--- src/sad_pkg.sv ---
// shared constants for the signal activity detector
// field widths, register indexes and arithmetic widths; no dependencies
package sad_pkg;

  localparam int SAMPLE_W       = 16;
  localparam int THR_W          = 20;
  localparam int LOUD_W         = 16;
  localparam int CFG_W          = 20;
  localparam int IDX_OUT_W      = 25;
  localparam int INDEX_BITS_DEF = 24;

  // operand width of the shared multiplier and width of the full measure
  localparam int MUL_W  = 19;
  localparam int AB_W   = 37;
  localparam int PROD_W = 56;
  localparam int THR50_W = 26;
  localparam int SUM_W  = 21;

  localparam int OUT_DATA_W = 80;

  localparam logic REG_NOISE_THRESHOLD = 1'b0;
  localparam logic REG_LOUD_LEVEL      = 1'b1;

  localparam logic [THR_W-1:0]  NOISE_THRESHOLD_RST = THR_W'(4096);
  localparam logic [LOUD_W-1:0] LOUD_LEVEL_RST      = LOUD_W'(16);

endpackage

--- src/signal_activity_detector.sv ---
// signal activity detector: noise measure over a five-sample window with one
// shared 19x19 multiplier under a small sequencer; uses sad_pkg
// a beat passes ABC, M1, M2, M3 (three multiplier passes), SUM (product add)
// and FIN (threshold compare, result to the output register); a new sample is
// taken only in IDLE, so a result held back by out_tready delays the next beat
// reset: synchronous active-low rst_n clears record state, loads register defaults
module signal_activity_detector
  import sad_pkg::*;
#(
  parameter int INDEX_BITS = INDEX_BITS_DEF
) (
  input  logic                  clk,
  input  logic                  rst_n,
  // configuration
  input  logic                  cfg_we,
  input  logic                  cfg_index,
  input  logic [CFG_W-1:0]      cfg_data,
  // input stream
  input  logic                  in_tvalid,
  output logic                  in_tready,
  input  logic [SAMPLE_W-1:0]   in_tdata,   // sample
  input  logic                  in_tlast,
  // result stream
  output logic                  out_tvalid,
  input  logic                  out_tready,
  output logic [OUT_DATA_W-1:0] out_tdata   // active, start_index, end_index,
                                            // loud_index, found, zero pad
);

  localparam logic [2:0] ST_IDLE = 3'd0;
  localparam logic [2:0] ST_ABC  = 3'd1;
  localparam logic [2:0] ST_M1   = 3'd2;
  localparam logic [2:0] ST_M2   = 3'd3;
  localparam logic [2:0] ST_M3   = 3'd4;
  localparam logic [2:0] ST_SUM  = 3'd5;
  localparam logic [2:0] ST_FIN  = 3'd6;

  localparam logic [INDEX_BITS-1:0] POS_MAX = {INDEX_BITS{1'b1}};
  localparam logic [IDX_OUT_W-1:0]  IDX_NONE = {IDX_OUT_W{1'b1}};

  logic [2:0]                 state_r;
  logic [THR_W-1:0]           noise_threshold_r;
  logic [LOUD_W-1:0]          loud_level_r;
  logic [THR50_W-1:0]         thr50_r;

  logic signed [SAMPLE_W-1:0] window_r [5];
  logic                       primed_r;
  logic [INDEX_BITS-1:0]      position_r;
  logic                       act_seen_r;
  logic                       loud_seen_r;
  logic [IDX_OUT_W-1:0]       first_active_r;
  logic [IDX_OUT_W-1:0]       last_active_r;
  logic [IDX_OUT_W-1:0]       first_loud_r;

  logic signed [SAMPLE_W-1:0] x_r;
  logic                       last_r;
  logic [MUL_W-1:0]           a_r, b_r, c_r;
  logic [AB_W-1:0]            ab_r;
  logic [2*MUL_W-1:0]         lo_r;
  logic [2*MUL_W-1:0]         hi_r;
  logic [PROD_W-1:0]          prod_r;

  logic                       out_valid_r;
  logic [OUT_DATA_W-1:0]      out_data_r;

  // window arithmetic
  logic signed [SUM_W-1:0] older, s_all, a_val, b_val, c_val;
  logic [SUM_W-1:0]        a_mag, b_mag, c_mag;

  always_comb begin
    older = SUM_W'(window_r[0]) + SUM_W'(window_r[1]) + SUM_W'(window_r[2])
          + SUM_W'(window_r[3]);
    s_all = older + SUM_W'(window_r[4]);
    a_val = (SUM_W'(window_r[4]) <<< 1) + (SUM_W'(x_r) <<< 1) - older;
    b_val = (SUM_W'(window_r[4]) <<< 2) + SUM_W'(window_r[4]) - s_all;
    c_val = (SUM_W'(x_r) <<< 2) + SUM_W'(x_r) - s_all;
    a_mag = a_val[SUM_W-1] ? SUM_W'(-a_val) : SUM_W'(a_val);
    b_mag = b_val[SUM_W-1] ? SUM_W'(-b_val) : SUM_W'(b_val);
    c_mag = c_val[SUM_W-1] ? SUM_W'(-c_val) : SUM_W'(c_val);
  end

  // shared multiplier
  logic [MUL_W-1:0]   mul_a, mul_b;
  logic [2*MUL_W-1:0] mul_p;

  always_comb begin
    mul_a = a_r;
    mul_b = b_r;
    unique case (state_r)
      ST_M2: begin
        mul_a = ab_r[MUL_W-1:0];
        mul_b = c_r;
      end
      ST_M3: begin
        mul_a = MUL_W'(ab_r[AB_W-1:MUL_W]);
        mul_b = c_r;
      end
      default: begin
        mul_a = a_r;
        mul_b = b_r;
      end
    endcase
    mul_p = mul_a * mul_b;
  end

  // final decision
  logic                  act;
  logic [SAMPLE_W:0]     x_mag;
  logic                  is_loud;
  logic [IDX_OUT_W-1:0]  k_idx;
  logic                  act_seen_nxt, loud_seen_nxt;
  logic [IDX_OUT_W-1:0]  first_active_nxt, last_active_nxt, first_loud_nxt;
  logic                  out_free;

  always_comb begin
    act      = prod_r > PROD_W'(thr50_r);
    x_mag    = x_r[SAMPLE_W-1] ? (SAMPLE_W+1)'(-(SAMPLE_W+1)'(x_r))
                               : (SAMPLE_W+1)'(x_r);
    is_loud  = x_mag >= {1'b0, loud_level_r};
    k_idx    = IDX_OUT_W'(position_r);
    act_seen_nxt     = act_seen_r | act;
    first_active_nxt = (act && !act_seen_r) ? k_idx : first_active_r;
    last_active_nxt  = act ? k_idx : last_active_r;
    loud_seen_nxt    = loud_seen_r | is_loud;
    first_loud_nxt   = (is_loud && !loud_seen_r) ? k_idx : first_loud_r;
    out_free = !out_valid_r || out_tready;
  end

  assign in_tready  = (state_r == ST_IDLE);
  assign out_tvalid = out_valid_r;
  assign out_tdata  = out_data_r;

  always_ff @(posedge clk) begin
    thr50_r <= (THR50_W'(noise_threshold_r) << 5) + (THR50_W'(noise_threshold_r) << 4)
             + (THR50_W'(noise_threshold_r) << 1);
    if (!rst_n) begin
      state_r           <= ST_IDLE;
      noise_threshold_r <= NOISE_THRESHOLD_RST;
      loud_level_r      <= LOUD_LEVEL_RST;
      primed_r          <= 1'b0;
      position_r        <= '0;
      act_seen_r        <= 1'b0;
      loud_seen_r       <= 1'b0;
      out_valid_r       <= 1'b0;
      for (int i = 0; i < 5; i++) window_r[i] <= '0;
    end else begin
      if (cfg_we) begin
        unique case (cfg_index)
          REG_NOISE_THRESHOLD: noise_threshold_r <= cfg_data[THR_W-1:0];
          REG_LOUD_LEVEL:      loud_level_r      <= cfg_data[LOUD_W-1:0];
          default: ;
        endcase
      end

      if (out_valid_r && out_tready && (state_r != ST_FIN)) out_valid_r <= 1'b0;

      unique case (state_r)
        ST_IDLE: begin
          if (in_tvalid) begin
            x_r    <= in_tdata;
            last_r <= in_tlast;
            if (!primed_r) begin
              for (int i = 0; i < 5; i++) window_r[i] <= in_tdata;
              primed_r <= 1'b1;
            end
            state_r <= ST_ABC;
          end
        end
        ST_ABC: begin
          a_r     <= a_mag[MUL_W-1:0];
          b_r     <= b_mag[MUL_W-1:0];
          c_r     <= c_mag[MUL_W-1:0];
          state_r <= ST_M1;
        end
        ST_M1: begin
          ab_r    <= mul_p[AB_W-1:0];
          state_r <= ST_M2;
        end
        ST_M2: begin
          lo_r    <= mul_p;
          state_r <= ST_M3;
        end
        ST_M3: begin
          hi_r    <= mul_p;
          state_r <= ST_SUM;
        end
        ST_SUM: begin
          prod_r  <= PROD_W'(lo_r) + (PROD_W'(hi_r) << MUL_W);
          state_r <= ST_FIN;
        end
        ST_FIN: begin
          if (out_free) begin
            out_valid_r <= 1'b1;
            out_data_r  <= {3'b000,
                            act_seen_nxt,
                            loud_seen_nxt ? first_loud_nxt : IDX_NONE,
                            act_seen_nxt ? last_active_nxt : IDX_NONE,
                            act_seen_nxt ? first_active_nxt : IDX_NONE,
                            act};
            if (last_r) begin
              for (int i = 0; i < 5; i++) window_r[i] <= '0;
              primed_r    <= 1'b0;
              position_r  <= '0;
              act_seen_r  <= 1'b0;
              loud_seen_r <= 1'b0;
            end else begin
              for (int i = 0; i < 4; i++) window_r[i] <= window_r[i+1];
              window_r[4]    <= x_r;
              act_seen_r     <= act_seen_nxt;
              loud_seen_r    <= loud_seen_nxt;
              first_active_r <= first_active_nxt;
              last_active_r  <= last_active_nxt;
              first_loud_r   <= first_loud_nxt;
              if (position_r != POS_MAX) position_r <= position_r + 1'b1;
            end
            state_r <= ST_IDLE;
          end
        end
        default: state_r <= ST_IDLE;
      endcase
    end
  end

endmodule
--- config.mk ---
export PLATFORM = sky130hd
export DESIGN_NAME = signal_activity_detector
export DESIGN_NICKNAME = d
export VERILOG_FILES = /design/src/sad_pkg.sv /design/src/signal_activity_detector.sv
export SDC_FILE = /design/constraint.sdc
export NUM_CORES = 2
export LEC_CHECK = 0
export ABC_AREA = 1
export BUFFER_PORTS_ARGS = -buffer_cell sky130_fd_sc_hd__buf_2
export CAP_MARGIN = 20
export CORE_MARGIN = 4
export CORE_UTILIZATION = 31
export DETAILED_ROUTE_END_ITERATION = 7
export HOLD_SLACK_MARGIN = 0.05
export SETUP_SLACK_MARGIN = 0.02
export SYNTH_ARGS = -nofsm -noshare
export SYNTH_HDL_FRONTEND = slang
export SYNTH_SLANG_ARGS = --single-unit
export TNS_END_PERCENT = 5
--- constraint.sdc ---
create_clock -name clk -period 12.4 [get_ports clk]
set_input_delay 3.1 -clock clk [delete_from_list [all_inputs] [get_ports clk]]
set_output_delay 3.1 -clock clk [all_outputs]
set_load 0.005 [all_outputs]
* Word level (Yosys, flattened, before mapping) *
Memory sizes are Yosys's and may differ from the RTL's.
Cells that the tools add are included.
Widths: inputs -> output; s select.

cells by class
  $add $sub $neg = 18
  multiply operators = 1
  magnitude comparators = 2
  eq/ne operators = 11
  multiplexer cells = 54
  bitwise gates (word level) = 19
  reductions and logical operators = 26

operators by type and width
  cell                   count
  $mux 16                15
  $mux 19                4
  $mux 25                3
  $add 18x16->19         3
  $neg 19->19            3
  $add 38x56->56         1
  $gt 56x26->1           1
  $mux 24                2
  $sub 19x20->21         2
  $mul 19x19->38         1
  $pmux 19 s2            1
  $add 25x24->26         1
  $add 26x21->26         1
  $add 24x1->24 const B  1
  $mux 1                 24
  $ne 24x24->1 const B   1
  $pmux 3 s7             1
  $add 19x16->20         1
  $sub 18x19->20         1
  $add 17x16->18         1
  $add 17x17->18         1
  $reduce_and 2->1       9
  $add 16x16->17         1
  $ge 17x16->1           1
  other kinds (19)       51

storage, ports and cells
  register bits = 487
  bits in writable memories = 80
  input bits = 43
  output and inout port bits = 82
  memories kept = 1

memories
  memory    words  width  rd ports  clocked after Yosys merged registers in  wr ports  line                            text
  window_r  5      16     5         0                                        5         signal_activity_detector.sv:46  logic signed [SAMPLE_W-1:0] window_r [5];

* Depth between registers and ports, before layout *
  depth after elaboration = 8
  mapped depth = 43

* Worst setup path after synthesis *
No wires, ideal clock.

  path type = input-to-reg
  start point = input port rst_n
  end point = register lo_r[0], enable pin
  library setup time = 0.480 ns
  data arrival time = 6.055 ns
  setup slack = 5.864 ns
  stages = 3
  path buffers = 1
  path through = clkbuf_1 -> nand2_1 -> nor3_1

between the ends
  cells in the longest elaborated chain, start to end = 1

RTL lines
  item                        line                             text
  start: declaration          signal_activity_detector.sv:13   input logic rst_n,
  $reduce_and 2->1 (no line)  --
  end signal: assignment      signal_activity_detector.sv:180  lo_r <= mul_p;
  end: declaration            signal_activity_detector.sv:59   logic [2*MUL_W-1:0] lo_r;

Every way passes these cells.
A chain may end at the register's enable or synchronous reset.

* Worst setup path in the final report *
  start point = register state_r[0]
  end point = register ab_r[21] (data pin)

between the ends
  cells in the longest elaborated chain, start to end = 4

RTL lines
  item                                      line                             text
  start: declaration                        signal_activity_detector.sv:41   logic [2:0] state_r;
  start signal: assignment                  signal_activity_detector.sv:137  state_r <= ST_IDLE;
  start signal: assignment                  signal_activity_detector.sv:166  state_r <= ST_ABC;
  start signal: assignment                  signal_activity_detector.sv:173  state_r <= ST_M1;
  $eq 3x3->1 or $eq 3x2->1 (tied branches)  signal_activity_detector.sv:89   unique case (state_r)
  $reduce_or 2->1 (no line)                 --
  $mux 19                                   signal_activity_detector.sv:89
  $mul 19x19->38 *                          signal_activity_detector.sv:103  mul_p = mul_a * mul_b;
  via mul_p[21]                             signal_activity_detector.sv:84   logic [2*MUL_W-1:0] mul_p;
  end signal: assignment                    signal_activity_detector.sv:176  ab_r <= mul_p[AB_W-1:0];
  end: declaration                          signal_activity_detector.sv:58   logic [AB_W-1:0] ab_r;

Mark *: on every way through the listed nets, which the timed path passes. The rest lies on a longest branch.

==> metrics.md <==
| Metric | Value |
|---|---|
| Post-CTS setup buffers | `0` |
| Synth Cell Area | `0.04520 mm2` |
| Hold WC Path Type | `flip-flop to flip-flop` |
| Hpwl dp | `98940 um` |
| CP top delay family | `adder cells` |
| Register-to-Register Path Depth | `25` |
| Syn avg cell area | `8.875 um2` |
| PostCTS Resize Cnt | `0` |
| Worst skew pair latency | `0.66 ns` |
| Slowest cell on crit path | `xor2_1` |
| Std cell rows | `139` |
| TritonCTS Sinks | `566` |
| Yosys cell types | `64` |
| Worst slew margin | `22.50%` |
| Worst Hold Path EP | `prod_r[3]` |
| Area of the multi-input gates | `0.02530 mm2` |
| Hold Path Cell Cnt | `0` |
| Port Buffers | `121` |
| Share of cells above drive strength 1 | `6.184%` |
| Worst-Margin Slew | `1.162 ns` |
| Run status | `finished clean` |
| Fillers | `14880` |
| Top cell type's share of synthesized area | `31.49%` |
| Post-synth top cells | `nand2_1 (1272), inv_1 (846), edfxtp_1 (474)` |
| Setup_tns | `0 ns` |
| Antenna violations before repair | `4` |
| Maximum clock frequency | `124.4 MHz` |
| Vias in the first global route | `34660` |
| Critical Path Max Stage Delay | `0.59 ns` |
| Async SR Flop Fraction | `0%` |
| ANT nets after route | `0` |
| DR DRC count | `0` |
| Initial core utilization | `31.35%` |
| Post-synthesis register bit count | `566` |
| Buf/Inv on CP | `7` |
| I/O Pins | `125` |
| Clk_skew | `0.05252 ns` |
| Crit path capture type | `flip-flop` |
| Area of the core | `0.1442 mm2` |
| RSZ-0062 raised after global routing | `false` |
| CP Max Fanout | `21` |
| Top_reg_cell synth | `edfxtp_1` |
| DR pass1 iterations | `5` |
| WS Path Type | `flip-flop to flip-flop` |
| CTS Buf Count | `59` |
| Number of synthesized flops with an enable pin | `474` |
| DIE AREA | `0.1520 mm2` |
| Wire per inst | `17.25 um` |
| CTS tree | `done` |
| Final setup violation count | `0` |
| Hold Vio Cnt, Final | `0` |
| Largest cells by area after synthesis | `edfxtp_1 (31%), fa_1 (17%), nand2_1 (11%)` |
| Worst R2R End | `ab_r[21]` |
| Global-route wire length before repair | `195800 um` |
| Max-cap viol count | `0` |
| Die Width | `389.9 um` |
| GRT Util Overall | `16.20%` |
| Clk buf depth | `3` |
| Initial DRC Count | `2475` |
| Worst Path Arrival | `8.36 ns` |
| Reg2reg start | `state_r[0]` |
| Most frequent cell after synthesis | `nand2_1` |
| Drt via density | `4.789` |
| DR vias | `34220` |
| FF/Latch Area | `0.01608 mm2` |
| Final nets | `5933` |
| Synth area leader | `edfxtp_1` |
| Most common cell on crit path | `fa_1` |
| Sequential area share after synthesis | `35.56%` |
| GR Overflow Total | `0` |
| Area Overhead vs Synth | `10.09%` |
| CP Launch Type | `flip-flop` |
| CTS root buf | `clkbuf_16` |
| Worst R2R Setup Slack | `4.36 ns` |
| Wirelength, routed | `123200 um` |
| Yosys Warn Count | `0` |
| Hold Startpoint | `lo_r[3]` |
| Max-slew violations | `0` |
| GPL Wtd Cong | `0.9167` |
| H-tree depth | `2` |
| Die Span Y | `389.9 um` |
| Hold_buf cts | `0` |
| Min Tclk post-route | `8.042 ns` |
| Clk pin slew, worst setup/hold paths | `0.06 ns` |
| Largest net degree at the start of global routing | `82` |
| CP Data Required Time | `12.71 ns` |
| Period utilization | `64.85%` |
| Synth Instances | `5093` |
==> area by class of cell <==
type / instances / area share [%]
multi-input cells: 3554 / 50.84
well taps: 1903 / 4.785
inverters: 865 / 6.544
clock inverters: 43 / 0.9202
flip-flops and latches: 566 / 32.30
diodes: 2 / 0.01006
repair buffers: 142 / 1.534
clock buffers: 69 / 3.062
==> placed cells by master, fill, tap and decap left out, types with 16 or more instances in the layout <==
cell type and count:
nor3_1 52, a31oi_1 16, fa_1 389, o21ai_0 194, nand4_1 67, clkbuf_16 59, nand2_1 1272, edfxtp_1 474
inv_1 846, ha_1 313, a21oi_1 222, xnor2_1 63, dfxtp_1 92, buf_4 21, xor2_1 118, nand3b_1 19
buf_2 121, nor2_1 420, nand3_1 223
==> metal layers <==
layer  wire, um  up-vias  GRT usage [%]
li1           -    16520              -
met1      56700    16620          22.69
met2      57300      891          26.93
met3       6037      176          1.603
met4       3151        2          4.162
met5         19        -              0
==> flip-flops by register name, indices dropped and copies added (netlist names), 20 cells and up <==
signal / flops
ab_r: 37
first_active_r: 25
first_loud_r: 25
hi_r: 37
last_active_r: 25
lo_r: 38
noise_threshold_r: 20
out_tdata: 77
position_r: 24
prod_r: 56
thr50_r: 25
window_r: 80
==> stage by stage <==
stage | util [%] | setup slack, ns | cells | instance area, um2 | hold WS, ns
after global routing | 34.51 | 3.944 | 7142 | 49760 | 0.4213
after CTS | 34.51 | 4.372 | 7141 | 49750 | 0.4141
final | 34.52 | 4.358 | 7144 | 49770 | 0.4157
after global placement | 33.13 | 4.385 | 7028 | 47760 | 0.4019
after floorplan | - | 5.864 | 5095 | 45210 | 0.3879
after detailed placement | 33.13 | 4.457 | 7029 | 47770 | 0.4045
==> cell families after synthesis <==
kind of cell / after synthesis / synth area share, %
other cells: 1 / 0.008296
flops: 566 / 35.56
buf+inv: 975 / 8.606
fa+ha+maj: 702 / 25.89
compound gates: 547 / 6.942
simple gates: 2121 / 19.48
xor+xnor: 181 / 3.507
==> worst max path at each step <==
stage                     cells past startpoint  startpoint  endpoint
after floorplan                               3       rst_n   lo_r[0]
after global placement                       27  state_r[0]  ab_r[22]
after detailed placement                     27  state_r[0]  ab_r[22]
after CTS                                    27  state_r[0]  ab_r[22]
after global routing                         25  state_r[0]  ab_r[21]
final                                        25  state_r[0]  ab_r[21]
Power is not shown: default switching activity piles up to over one toggle a cycle in this logic, so the estimate is an artifact.
